[config.mk]
export PLATFORM = sky130hd
export DESIGN_NAME = modbus_rtu_request_framer_top
export DESIGN_NICKNAME = d
export VERILOG_FILES = /design/src/rtl/mrf_pkg.sv /design/src/rtl/modbus_rtu_request_framer_top.sv /design/src/rtl/mrf_in_stage.sv /design/src/rtl/mrf_core.sv /design/src/rtl/mrf_out_stage.sv
export SDC_FILE = /design/constraint.sdc
export NUM_CORES = 1
export LEC_CHECK = 0
export ABC_AREA = 1
export BUFFER_PORTS_ARGS = -buffer_cell sky130_fd_sc_hd__buf_4
export CAP_MARGIN = 10
export CORE_UTILIZATION = 40
export DETAILED_ROUTE_END_ITERATION = 10
export GPL_TIMING_DRIVEN = 0
export MAX_ROUTING_LAYER = met4
export RECOVER_POWER = 25
export SLEW_MARGIN = 20
export SYNTH_ARGS = -nofsm -noshare
export SYNTH_HDL_FRONTEND = slang
export SYNTH_SLANG_ARGS = --single-unit
[constraint.sdc]
create_clock -name clk -period 8.7 [get_ports clk]
set_input_delay 1.305 -clock clk [delete_from_list [all_inputs] [get_ports clk]]
set_output_delay 1.305 -clock clk [all_outputs]
set_load 0.05 [all_outputs]
[src/rtl/mrf_pkg.sv]
// Shared types and constants for the Modbus RTU request framer.
package mrf_pkg;

  localparam int unsigned BYTE_W      = 8;
  localparam int unsigned LEN_W       = 9;
  localparam int unsigned STATUS_W    = 2;
  localparam int unsigned PAYLOAD_W   = 32;
  localparam int unsigned CRC_W       = 16;
  localparam int unsigned DISCARD_W   = 32;
  localparam int unsigned PAYLOAD_NBYTES = 4;
  localparam int unsigned DCNT_W      = 3;
  localparam int unsigned IN_TDATA_W  = 8;
  localparam int unsigned OUT_FIELDS_W = STATUS_W + 2 * BYTE_W + PAYLOAD_W + CRC_W + DISCARD_W;
  localparam int unsigned OUT_TDATA_W = ((OUT_FIELDS_W + 7) / 8) * 8;

  localparam logic [BYTE_W-1:0] SLAVE_ADDRESS_RST = 8'h01;
  localparam logic [LEN_W-1:0]  MAX_FRAME_LEN_RST = 9'd256;

  typedef enum logic [0:0] {
    REG_SLAVE_ADDRESS = 1'b0,
    REG_MAX_FRAME_LEN = 1'b1
  } cfg_reg_t;

  typedef enum logic [STATUS_W-1:0] {
    STATUS_NONE    = 2'd0,
    STATUS_FRAME   = 2'd1,
    STATUS_DISCARD = 2'd2
  } status_t;

  typedef struct packed {
    logic [BYTE_W-1:0] slave_address;
    logic [LEN_W-1:0]  max_frame_len;
  } cfg_t;

  typedef struct packed {
    logic [DISCARD_W-1:0] discard_total;
    logic [CRC_W-1:0]     crc_received;
    logic [PAYLOAD_W-1:0] payload;
    logic [BYTE_W-1:0]    function_code;
    logic [BYTE_W-1:0]    frame_address;
    status_t              status;
  } result_t;

endpackage

[src/rtl/modbus_rtu_request_framer_top.sv]
// Top level of the Modbus RTU request framer.
//
// Input stream s_*: one received byte per request in s_tdata[7:0].
// Output stream m_*: one result per accepted byte, holding status
// (none / frame complete / overlength discard), frame fields and the
// running discard total. Frame fields read zero unless status is frame.
// Config port: cfg_wr_en with cfg_index 0 = slave address, 1 = max frame
// length, written by the user only while the framer is idle; the block
// does not enforce this. Bytes pass the input then the output register.
// Throughput: one byte per cycle while m_tready lets the output drain,
// set by the state update between the input and output registers.
// Reset: state, counters and registers return to defaults (address 1,
// max length 256); both stream stages come up empty.
// Stall: when m_tready is low the result holds, the input register
// keeps one more byte, then s_tready drops until the result is taken.
module modbus_rtu_request_framer_top (
  input  logic                              clk,
  input  logic                              rst,
  input  logic                              s_tvalid,
  output logic                              s_tready,
  input  logic [mrf_pkg::IN_TDATA_W-1:0]    s_tdata,   // [7:0] rx_byte
  output logic                              m_tvalid,
  input  logic                              m_tready,
  // [1:0] status, [9:2] frame_address, [17:10] function_code,
  // [49:18] payload, [65:50] crc_received, [97:66] discard_total, rest zero
  output logic [mrf_pkg::OUT_TDATA_W-1:0]   m_tdata,
  input  logic                              cfg_wr_en,
  input  logic [0:0]                        cfg_index,
  input  logic [mrf_pkg::LEN_W-1:0]         cfg_data
);

  mrf_pkg::cfg_t                 cfg;
  mrf_pkg::result_t              result;
  logic                          in_valid;
  logic [mrf_pkg::BYTE_W-1:0]    in_byte;
  logic                          can_load;
  logic                          advance;

  always_ff @(posedge clk) begin
    if (rst) begin
      cfg.slave_address <= mrf_pkg::SLAVE_ADDRESS_RST;
      cfg.max_frame_len <= mrf_pkg::MAX_FRAME_LEN_RST;
    end else if (cfg_wr_en) begin
      case (mrf_pkg::cfg_reg_t'(cfg_index))
        mrf_pkg::REG_SLAVE_ADDRESS: cfg.slave_address <= cfg_data[mrf_pkg::BYTE_W-1:0];
        mrf_pkg::REG_MAX_FRAME_LEN: cfg.max_frame_len <= cfg_data;
        default: ;
      endcase
    end
  end

  assign advance = in_valid && can_load;

  mrf_in_stage u_in (
    .clk      (clk),
    .rst      (rst),
    .s_tvalid (s_tvalid),
    .s_tready (s_tready),
    .s_byte   (s_tdata[mrf_pkg::BYTE_W-1:0]),
    .advance  (advance),
    .in_valid (in_valid),
    .in_byte  (in_byte)
  );

  mrf_core u_core (
    .clk     (clk),
    .rst     (rst),
    .fire    (advance),
    .rx_byte (in_byte),
    .cfg     (cfg),
    .result  (result)
  );

  mrf_out_stage u_out (
    .clk      (clk),
    .rst      (rst),
    .load     (advance),
    .result   (result),
    .can_load (can_load),
    .m_tvalid (m_tvalid),
    .m_tready (m_tready),
    .m_tdata  (m_tdata)
  );

  a_reset_empty: assert property (@(posedge clk) rst |=> !m_tvalid)
    else $error("output valid right after reset");

  a_ready_when_empty: assert property (@(posedge clk) disable iff (rst)
    !m_tvalid |-> s_tready)
    else $error("input stalled while output stage is empty");

  a_fields_zero: assert property (@(posedge clk) disable iff (rst)
    (m_tvalid && (m_tdata[1:0] != mrf_pkg::STATUS_FRAME)) |-> (m_tdata[65:2] == '0))
    else $error("frame fields nonzero without a complete frame");

  a_status_legal: assert property (@(posedge clk) disable iff (rst)
    m_tvalid |-> ((m_tdata[1:0] == mrf_pkg::STATUS_NONE) ||
                  (m_tdata[1:0] == mrf_pkg::STATUS_FRAME) ||
                  (m_tdata[1:0] == mrf_pkg::STATUS_DISCARD)))
    else $error("illegal status code");

endmodule

[src/rtl/mrf_in_stage.sv]
// Input register stage: captures one received byte per request.
module mrf_in_stage (
  input  logic                          clk,
  input  logic                          rst,
  input  logic                          s_tvalid,
  output logic                          s_tready,
  input  logic [mrf_pkg::BYTE_W-1:0]    s_byte,
  input  logic                          advance,
  output logic                          in_valid,
  output logic [mrf_pkg::BYTE_W-1:0]    in_byte
);

  assign s_tready = !in_valid || advance;

  always_ff @(posedge clk) begin
    if (rst) begin
      in_valid <= 1'b0;
    end else if (s_tready) begin
      in_valid <= s_tvalid;
    end
    if (s_tready && s_tvalid) begin
      in_byte <= s_byte;
    end
  end

endmodule

[src/rtl/mrf_core.sv]
// Framing state machine: byte count, field capture and overlength discard.
module mrf_core (
  input  logic                          clk,
  input  logic                          rst,
  input  logic                          fire,
  input  logic [mrf_pkg::BYTE_W-1:0]    rx_byte,
  input  mrf_pkg::cfg_t                 cfg,
  output mrf_pkg::result_t              result
);

  typedef enum logic [1:0] {
    PH_IDLE = 2'd0,
    PH_ADDR = 2'd1,
    PH_DATA = 2'd2,
    PH_CRC  = 2'd3
  } phase_t;

  phase_t                            phase, phase_next;
  logic [mrf_pkg::LEN_W-1:0]         byte_count, byte_count_next;
  logic [mrf_pkg::LEN_W:0]           count_inc;
  logic [mrf_pkg::DCNT_W-1:0]        payload_count, payload_count_next;
  logic [mrf_pkg::BYTE_W-1:0]        payload_bytes [mrf_pkg::PAYLOAD_NBYTES];
  logic [mrf_pkg::BYTE_W-1:0]        held_address, held_address_next;
  logic [mrf_pkg::BYTE_W-1:0]        held_function, held_function_next;
  logic [mrf_pkg::BYTE_W-1:0]        crc_low_byte, crc_low_byte_next;
  logic                              crc_low_seen, crc_low_seen_next;
  logic [mrf_pkg::DISCARD_W-1:0]     discard_counter, discard_counter_next;
  logic                              overlength;
  logic                              data_wr;

  assign count_inc  = {1'b0, byte_count} + {{mrf_pkg::LEN_W{1'b0}}, 1'b1};
  assign overlength = count_inc > {1'b0, cfg.max_frame_len};
  assign data_wr    = !overlength && (phase == PH_DATA);

  always_comb begin
    phase_next           = phase;
    byte_count_next      = count_inc[mrf_pkg::LEN_W-1:0];
    payload_count_next   = payload_count;
    held_address_next    = held_address;
    held_function_next   = held_function;
    crc_low_byte_next    = crc_low_byte;
    crc_low_seen_next    = crc_low_seen;
    discard_counter_next = discard_counter;
    result               = '0;
    result.status        = mrf_pkg::STATUS_NONE;
    if (overlength) begin
      phase_next           = PH_IDLE;
      byte_count_next      = '0;
      payload_count_next   = '0;
      held_address_next    = '0;
      held_function_next   = '0;
      crc_low_byte_next    = '0;
      crc_low_seen_next    = 1'b0;
      discard_counter_next = discard_counter + 32'd1;
      result.status        = mrf_pkg::STATUS_DISCARD;
    end else begin
      case (phase)
        PH_IDLE: begin
          if (rx_byte == cfg.slave_address) begin
            held_address_next = rx_byte;
            byte_count_next   = 9'd1;
            phase_next        = PH_ADDR;
          end
        end
        PH_ADDR: begin
          held_function_next = rx_byte;
          payload_count_next = '0;
          phase_next         = PH_DATA;
        end
        PH_DATA: begin
          payload_count_next = payload_count + 3'd1;
          if (payload_count_next >= mrf_pkg::DCNT_W'(mrf_pkg::PAYLOAD_NBYTES)) begin
            phase_next        = PH_CRC;
            crc_low_seen_next = 1'b0;
          end
        end
        PH_CRC: begin
          if (!crc_low_seen) begin
            crc_low_byte_next = rx_byte;
            crc_low_seen_next = 1'b1;
          end else begin
            phase_next           = PH_IDLE;
            result.status        = mrf_pkg::STATUS_FRAME;
            result.frame_address = held_address;
            result.function_code = held_function;
            result.payload       = {payload_bytes[0], payload_bytes[1],
                                    payload_bytes[2], payload_bytes[3]};
            result.crc_received  = {rx_byte, crc_low_byte};
          end
        end
        default: phase_next = PH_IDLE;
      endcase
    end
    result.discard_total = discard_counter_next;
  end

  always_ff @(posedge clk) begin
    if (rst) begin
      phase           <= PH_IDLE;
      byte_count      <= '0;
      payload_count   <= '0;
      held_address    <= '0;
      held_function   <= '0;
      crc_low_byte    <= '0;
      crc_low_seen    <= 1'b0;
      discard_counter <= '0;
      for (int i = 0; i < mrf_pkg::PAYLOAD_NBYTES; i++) begin
        payload_bytes[i] <= '0;
      end
    end else if (fire) begin
      phase           <= phase_next;
      byte_count      <= byte_count_next;
      payload_count   <= payload_count_next;
      held_address    <= held_address_next;
      held_function   <= held_function_next;
      crc_low_byte    <= crc_low_byte_next;
      crc_low_seen    <= crc_low_seen_next;
      discard_counter <= discard_counter_next;
      if (overlength) begin
        for (int i = 0; i < mrf_pkg::PAYLOAD_NBYTES; i++) begin
          payload_bytes[i] <= '0;
        end
      end else if (data_wr) begin
        payload_bytes[payload_count[1:0]] <= rx_byte;
      end
    end
  end

endmodule

[src/rtl/mrf_out_stage.sv]
// Output register stage: holds one result until the receiver takes it.
module mrf_out_stage (
  input  logic                              clk,
  input  logic                              rst,
  input  logic                              load,
  input  mrf_pkg::result_t                  result,
  output logic                              can_load,
  output logic                              m_tvalid,
  input  logic                              m_tready,
  output logic [mrf_pkg::OUT_TDATA_W-1:0]   m_tdata
);

  assign can_load = !m_tvalid || m_tready;

  always_ff @(posedge clk) begin
    if (rst) begin
      m_tvalid <= 1'b0;
    end else if (can_load) begin
      m_tvalid <= load;
    end
    if (can_load && load) begin
      m_tdata <= {{(mrf_pkg::OUT_TDATA_W - mrf_pkg::OUT_FIELDS_W){1'b0}}, result};
    end
  end

endmodule

-- Word level (Yosys, flattened, before mapping)
Memories as Yosys holds them, arrays and structs flattened. A register that Yosys moved wholly into a read port is not among the register bits.
Cells that the tools add are included.
- bitwise gates (word level): 7
- reductions and logical operators: 27
- $lt $le $gt $ge: 2
- equal/unequal tests: 8
- muxes and demuxes: 42
- $add $sub $neg: 3
- operator list (operator ; number):
    8-bit two-way mux ; 13
    32-bit by 1-bit adder with 32-bit output (second input constant) ; 1
    32-bit two-way mux ; 1
    9-bit two-way mux ; 3
    1-bit two-way mux ; 15
    2-bit two-way mux ; 6
    9-bit by 1-bit adder with 10-bit output (second input constant) ; 1
    10-bit by 9-bit > comparator with 1-bit output ; 1
    3-bit AND reduction ; 3
    8-bit equality test ; 1
    2-bit one-hot mux with 4 select lines ; 1
    2-bit AND reduction ; 4
    2-bit nonzero test ; 4
    8-bit OR reduction ; 1
    3-bit by 1-bit != test with 1-bit output (second input constant) ; 2
    3-bit one-hot mux with 2 select lines ; 1
    3-bit nonzero test ; 2
    2-bit equality test (second input constant) ; 2
    1-bit logical AND ; 4
    1-bit OR ; 4
    4-bit AND reduction ; 1
    3-bit by 1-bit adder with 3-bit output (second input constant) ; 1
    3-bit greater-or-equal comparator (second input constant) ; 1
    1-bit logical NOT ; 3
    other kinds (10) ; 13
- RAM bits: 32
- input port bits: 23
- memories: 1
- register bits after elaboration: 196
- output and inout port bits: 106
- logic and storage cells: 107
- memories (name ; words ; bits a word ; read ports ; clocked after memory_dff ; wr ports ; line ; source):
    u_core.payload_bytes ; 4 ; 8 ; 4 ; 4 ; 4 ; mrf_core.sv:22 ; logic [mrf_pkg::BYTE_W-1:0] payload_bytes [mrf_pkg::PAYLOAD_NBYTES];

-- Logic depth before layout (Yosys ltp)
Gate-level depths: netlist (run 1).
- depth after elaboration: 11
- mapped depth: 21

-- Cells and area by module
Synthesis (run 1) repeated with hierarchy kept, for this count alone.
- cell total of the unflattened synthesis: 1143
- area total of the unflattened synthesis: 10406.2 um^2
- by module, submodules not included (module ; cells an instance ; times used ; area each (um^2)):
    mrf_core ; 926 ; 1 ; 6404.9
    mrf_out_stage ; 111 ; 1 ; 3039.2
    modbus_rtu_request_framer_top ; 92 ; 1 ; 674.4
    mrf_in_stage ; 14 ; 1 ; 287.8

-- Worst setup path after synthesis (run 1)
No wires, ideal clock.
- path type: input to register
- start point: input port m_tready
- end point: register u_out.m_tdata (netlist bit m_tdata[18]), enable pin
- path buffers: 2
- path slack: 3.424 ns
- cell stages on the path: 6
- arrival time: 4.775 ns
- data required time: 8.199 ns
- path through: inv_1 nand2_1 nand2_1 inv_1 clkbuf_1 clkbuf_1
- cells in the longest elaborated chain, start to end: 3
- RTL lines (element ; line ; source):
    start, declared ; modbus_rtu_request_framer_top.sv:23 ; input logic m_tready,
    1-bit logical OR ; mrf_out_stage.sv:13 ; assign can_load = !m_tvalid || m_tready;
    1-bit logical AND ; modbus_rtu_request_framer_top.sv:52 ; assign advance = in_valid && can_load;
    named net advance ; modbus_rtu_request_framer_top.sv:37 ; logic advance;
    1-bit logical AND ; mrf_out_stage.sv:21 ; if (can_load && load) begin
    end signal, assigned ; mrf_out_stage.sv:22 ; m_tdata <= {{(mrf_pkg::OUT_TDATA_W - mrf_pkg::OUT_FIELDS_W){1'b0}}, result};
    end, declared ; mrf_out_stage.sv:10 ; output logic [mrf_pkg::OUT_TDATA_W-1:0] m_tdata
The timed path passes the listed nets, and every way through them passes these cells.
A chain may end at the register's enable or synchronous reset.

==> metrics.csv, run 1 <==
stage,metric,value,unit
status,status,finished clean,
floorplanning,Die W,162.4,um
global_routing,vias in the first global route,7232,
floorplanning,core area,25180,um^2
cts,CTS root buf,clkbuf_16,
cts,CTS tree,built,
timing,actual slew at the worst max-slew pin,766.0,ps
setup_path,CP Capture Type,register,
floorplanning,Ports,129,
timing,Final WS setup,5307,ps
route,drt initial violations,514,
setup_path,CP cell instances,"ha_1, nand2_1, nor2_1, nand3_1, xor2_1, inv_1, ha_1, inv_1, nor2_1, nand4_1, nand3_2, nand2_2, inv_2, buf_6, nand2_2, nand2_1, inv_1, nand2_1",
synthesis,synth top area cells,"edfxtp_1 (40%), dfxtp_1 (18%), nand2_1 (8.9%)",
setup_path,Worst path slowest cell,dfxtp_1,
cts,Sink Count,228,
timing,fin crit period,3393,ps
timing,unrepaired setup endpoints after global routing,no,
timing,clock skew,13.68,ps
final_layout,Final nets,1366,
setup_path,critical-path maximum fanout,10,
cts,clk buf depth,3,
cts,cts repair resizes,0,
setup_path,Setup crit start kind,register,
floorplanning,die area,26380,um^2
power,PD cells,205.7,nW/um^2
route,vias post-DR,7778,
cts,post-CTS setup buffer count,0,
floorplanning,Std-Cell Rows,58,
placement,input/output buffers,122,
cts,Clock Latency Late Sink,530,ps
placement,dpl ws,4935,ps
timing,Final period util,39.00,%
route,WL per Instance,14.28,um
timing,Finish-stage setup viols,0,
global_routing,Total GRT Usage,18.94,%
synthesis,post-synth cell types,35,
setup_path,"CP delay by family, top",simple AND/OR/NAND/NOR gates,
floorplanning,Starting Density,40.88,%
placement,dpl hpwl,17560,um
global_routing,first-pass GRT wire length,38130,um
timing,relative slew slack,48.93,%
cts,Max H-tree Level,1,
synthesis,Yosys reg bits,228,
timing,Final Max Slew Viols,0,
timing,TNS Setup,0,ps
route,DR pass1 iterations,5,
power,leakage,5.194,nW
global_routing,pin count of the biggest net entering global routing,40,
global_routing,total congestion overflow,0,
setup_path,CP bufs+invs,5,
synthesis,post-synthesis sequential area ratio,57.76,%
hold_path,Hold WC Path Type,register to register,
final_layout,fill cell count,2451,
synthesis,leading area contributor after synthesis,edfxtp_1,
floorplanning,Vert. Die Dim,162.4,um
timing,FMAX,294.7,MHz
synthesis,Synth Warn #,0,
power,Worst VDD drop,0.1321,mV
cts,clk slew on worst S/H paths,60,ps
setup_path,CP required,8890,ps
route,number of remaining DRC errors,0,
setup_path,"Data arrival, critical path",3580,ps
timing,final hold violation count,0,
route,Detailed Route WL,23870,um
setup_path,largest stage delay on the critical path,450,ps
synthesis,Synth Instances,1169,
final_layout,n_diodes,0,
synthesis,Yosys top cell area share,40.26,%
placement,RD Place Congestion,0.8995,
synthesis,cell area after synthesis,10290,um^2
final_layout,Layout area overhead,18.23,%
setup_path,Crit Path Class,register to register,
global_routing,initial antenna violation count,0,
final_layout,share of cells above drive strength 1,9.314,%
route,Final ANT Viol Nets,0,
route,Via density,4.652,
synthesis,syn_area_per_cell,8.805,um^2
cts,Inserted Clock Buffers,24,
cts,hold_buf cts,0,
job,Max Cap Viol,0,
[registers in the layout, indices dropped and copies added (netlist names)]
name / cells
u_out.m_tvalid: 1
u_core.held_function: 8
u_core.phase: 2
u_core.held_address: 8
u_core.byte_count: 9
u_core.payload_count: 3
u_core.crc_low_byte: 8
u_core.crc_low_seen: 1
m_tdata: 25
u_core.payload_bytes: 32
u_core.discard_counter: 32
cfg: 17
u_out.m_tdata: 73
u_in.in_valid: 1
u_in.in_byte: 8
[path summary, 6_finish.rpt]
check	startpoint	slack [ps]	cells past startpoint	to
worst min register to register	u_core.held_function[4]	460	2	u_core.held_function[4]
worst min-delay path	u_core.held_function[4]	460	2	u_core.held_function[4]
worst max register to register	u_core.byte_count[0]	5310	18	u_core.payload_bytes[0][1]
worst max-delay path	u_core.byte_count[0]	5310	18	u_core.payload_bytes[0][1]
[where the power goes]
part	switching, W	internal [W]	leakage [nW]	total [W]
combinational	0.000186	0.0000618	2.73	0.000248
clock	0.000418	0.000617	0.379	0.00103
sequential	0.0000285	0.00119	2.09	0.00122
[cells by family (layout without fill, tap and decap cells)]
family | count (synthesis) | count (layout) | synth area share [%]
XOR/XNOR | 38 | 38 | 3.233
AO/OA/AOI/OAI | 120 | 120 | 6.078
AND/OR/NAND/NOR | 541 | 541 | 21.51
buffers and inverters | 222 | 390 | 9.068
other | 1 | 6 | 0.03643
flip-flops | 228 | 228 | 57.76
adder cells (fa/ha/maj) | 19 | 19 | 2.309
[Yosys cell counts (all sizes together)]
library cell	n
a21oi	64
and2	1
buf	27
clkbuf	17
conb	1
dfxtp	90
edfxtp	138
ha	19
inv	178
nand2	253
nand3	50
nand4	5
nor2	216
nor3	14
nor4	1
o2111ai	1
o211ai	2
o21ai	49
o21bai	3
o22ai	1
or2	1
xnor2	9
xor2	29
[cell usage in the layout (no fill, tap or decap), drive strengths merged]
cell	count
nand2	253
nor2	216
inv	178
clkbuf	146
edfxtp	138
dfxtp	90
a21oi	64
buf	55
nand3	50
o21ai	49
xor2	29
ha	19
nor3	14
xnor2	9
conb	6
nand4	5
clkinv	5
o21bai	3
clkinvlp	3
bufinv	3
o211ai	2
or2	1
o22ai	1
o2111ai	1
and2	1
nor4	1
[routing by layer]
layer  global-route usage, %  wire (um)
met2                   28.50      10390
met3                   2.546       1461
met1                   26.60      11480
met5                       -          0
met4                   5.532        543
[worst min-delay path: stages, from the launching register on]
cell,delay [ps]
dfxtp_1,310
nand2_1,60
a21oi_1,50
[final cells by class]
type	count	area [um^2]	share of cell area [%]
multi-input combinational	724	3433	28.21
clock buffer	33	654.4	5.377
timing repair buffer	124	640.6	5.264
clock inverter	11	146.4	1.203
sequential	228	5946	48.85
buffer	44	269.0	2.210
tap	330	412.9	3.393
inverter	178	668.1	5.490
[stage by stage]
| stage | area, um^2 | util [%] | hold slack (ps) | instances | total power [W] |
|---|---|---|---|---|---|
| floorplan | 10310 | - | 435.0 | 1174 | 0.001425 |
| CTS | 12490 | 49.58 | 466.2 | 1672 | 0.002545 |
| global route | 12170 | 48.33 | 481.5 | 1672 | 0.002602 |
| global placement | 11640 | 46.23 | 454.2 | 1626 | 0.001507 |
| detailed placement | 11690 | 46.40 | 457.1 | 1628 | 0.001507 |
| finish | 12170 | 48.33 | 463.8 | 1672 | 0.002504 |
Note: power is estimated with default switching activity, not from simulation.
==> inputs of run 2 (changes only) <==
Clock period 8.7 ns to 3.3 ns, I/O delays scaled along.
==> run 2 against run 1 <==
- clock-buffer cell count down 2
- wire length up 0.41%
- combinational power rose to 2.7 times the previous value
- clock skew up 1.3 ps
- power rose to 2.6 times the previous value
- critical path type unchanged
- critical endpoint unchanged
- highest routed layer unchanged
==> metrics.csv, run 2 (same netlist as run 1, synthesis figures left out) <==
stage,metric,value,unit
status,status,finished clean,
cts,Inserted Clock Buffers,24,
route,Detailed Route WL,23970,um
cts,Sink Count,228,
floorplanning,Std-Cell Rows,58,
route,WL met1,11660,um
setup_path,"Data arrival, critical path",3270,ps
placement,dpl hpwl,17420,um
floorplanning,Die W,162.4,um
final_layout,max reg flops,73,
final_layout,Layout area overhead,18.84,%
route,drt initial violations,502,
timing,Final period util,92.24,%
cts,clk slew on worst S/H paths,60,ps
cts,post-CTS setup buffer count,0,
setup_path,Crit Path Class,register to register,
route,Final ANT Viol Nets,0,
cts,hold_buf cts,0,
route,number of remaining DRC errors,0,
floorplanning,die area,26380,um^2
setup_path,"CP delay by family, top",simple AND/OR/NAND/NOR gates,
timing,Hold Slack,166.8,ps
timing,FMAX,328.5,MHz
job,Max Cap Viol,0,
power,Worst VDD drop,0.2839,mV
timing,relative slew slack,49.67,%
setup_path,CP bufs+invs,5,
setup_path,largest stage delay on the critical path,380,ps
final_layout,"commonest cells after routing, fill and taps aside","nand2_1 (239), nor2_1 (210), inv_1 (168)",
setup_path,Worst path slowest cell,dfxtp_4,
cts,Clock Latency Late Sink,530,ps
floorplanning,Vert. Die Dim,162.4,um
global_routing,Total GRT Usage,18.60,%
power,leakage,5.204,nW
timing,clock skew,15.02,ps
floorplanning,Ports,129,
global_routing,first-pass GRT wire length,37200,um
timing,Final WS setup,256.0,ps
timing,Finish-stage setup viols,0,
global_routing,initial antenna violation count,0,
setup_path,CP cell instances,"ha_1, nand2_1, nor2_2, nand3_1, xor2_1, inv_1, ha_1, inv_1, nor2_2, nand4_1, nand3_2, nand2_2, inv_2, buf_8, nand2_8, nand2_4, clkinvlp_4, nand2_4",
timing,unrepaired setup endpoints after global routing,no,
floorplanning,Starting Density,40.88,%
final_layout,n_diodes,0,
final_layout,share of cells above drive strength 1,10.07,%
global_routing,pin count of the biggest net entering global routing,67,
final_layout,Final nets,1365,
route,Met2 Wirelength,10570,um
placement,RD Place Congestion,0.8962,
power,"Power, Total",0.006595,W
route,top routing layer in use,met4,
placement,dpl ws,-57.81,ps
timing,final hold violation count,0,
global_routing,vias in the first global route,7011,
final_layout,largest registers,"u_out.m_tdata (73), u_core.discard_counter (32), u_core.payload_bytes (32)",
cts,clk buf depth,3,
setup_path,CP Capture Type,register,
final_layout,"most common cell after layout, fill and taps aside",nand2_1,
floorplanning,core area,25180,um^2
setup_path,critical-path maximum fanout,10,
timing,fin crit period,3044,ps
cts,CTS tree,built,
setup_path,CP required,3520,ps
global_routing,total congestion overflow,0,
timing,TNS Setup,0,ps
cts,CTS root buf,clkbuf_16,
cts,Max H-tree Level,1,
route,Via density,4.639,
setup_path,FF-to-FF setup slack,260,ps
placement,input/output buffers,122,
final_layout,Top reg by flops,u_out.m_tdata,
timing,actual slew at the worst max-slew pin,755.0,ps
power,PD cells,539.1,nW/um^2
setup_path,Setup crit start kind,register,
route,WL per Instance,14.34,um
route,vias post-DR,7751,
route,DR WL met3,1327,um
hold_path,Hold WC Path Type,input pin to register,
route,DR pass1 iterations,5,
timing,Final Max Slew Viols,0,
-- run 2: cell count changes in the layout (fill, tap and decap cells not counted), moves of 3 or more --
| cell | delta |
|---|---|
| clkbuf_1 | -3 |
| nor2_1 | -3 |
| nand2_1 | -5 |
| nor2_2 | +3 |
| nand2_4 | +5 |
-- run 2: per-layer routing --
layer  up-vias  GRT usage (%)
met5         -              -
met4         0          4.846
met3        35          2.266
met2       191          28.34
met1      3539          26.18
li1       3986              -
-- run 2: repair_timing --
action                                  4_1_cts  5_1_grt
resized for setup                             1       18
pin swaps                                     0        2
gates cloned                                  0        0
endpoints found under the setup margin       32       82
-- run 2: final cells by class --
type                       count  area [um^2]
fill                        2427        12950
inverter                     178        671.9
clock inverter                13        148.9
tap                          330        412.9
sequential                   228         5949
multi-input combinational    724         3492
buffer                        44        279.0
timing repair buffer         123        631.9
clock buffer                  31        646.9
-- run 2: power breakdown --
group / leakage, nW / internal (W) / switching (W) / total [W]
registers: 2.09 / 0.00314 / 0.0000750 / 0.00322
clock network: 0.387 / 0.00162 / 0.00110 / 0.00271
logic: 2.73 / 0.000166 / 0.000497 / 0.000663
-- run 2: worst paths after layout --
path	start	end	depth (start not counted)
worst min register to register	u_core.held_function[4]	u_core.held_function[4]	2
worst max-delay path	u_core.byte_count[0]	u_core.payload_bytes[0][1]	18
worst max register to register	u_core.byte_count[0]	u_core.payload_bytes[0][1]	18
worst min-delay path	s_tdata[1]	u_in.in_byte[1]	1
-- run 2: stage by stage --
| step | cell area (um^2) | utilization [%] | cells |
|---|---|---|---|
| after floorplan | 10310 | - | 1174 |
| after CTS | 12480 | 49.55 | 1671 |
| after global routing | 12230 | 48.58 | 1671 |
| after global placement | 11640 | 46.23 | 1626 |
| after detailed placement | 11680 | 46.38 | 1627 |
| final | 12230 | 48.58 | 1671 |
-- run 2: worst register-to-register path: cells and delay by family, from the launching register on --
family / cells / cell delay (ps)
simple gates: 10 / 1170
buf+inv: 5 / 590
fa+ha+maj: 2 / 480
flops: 1 / 380
xor+xnor: 1 / 140
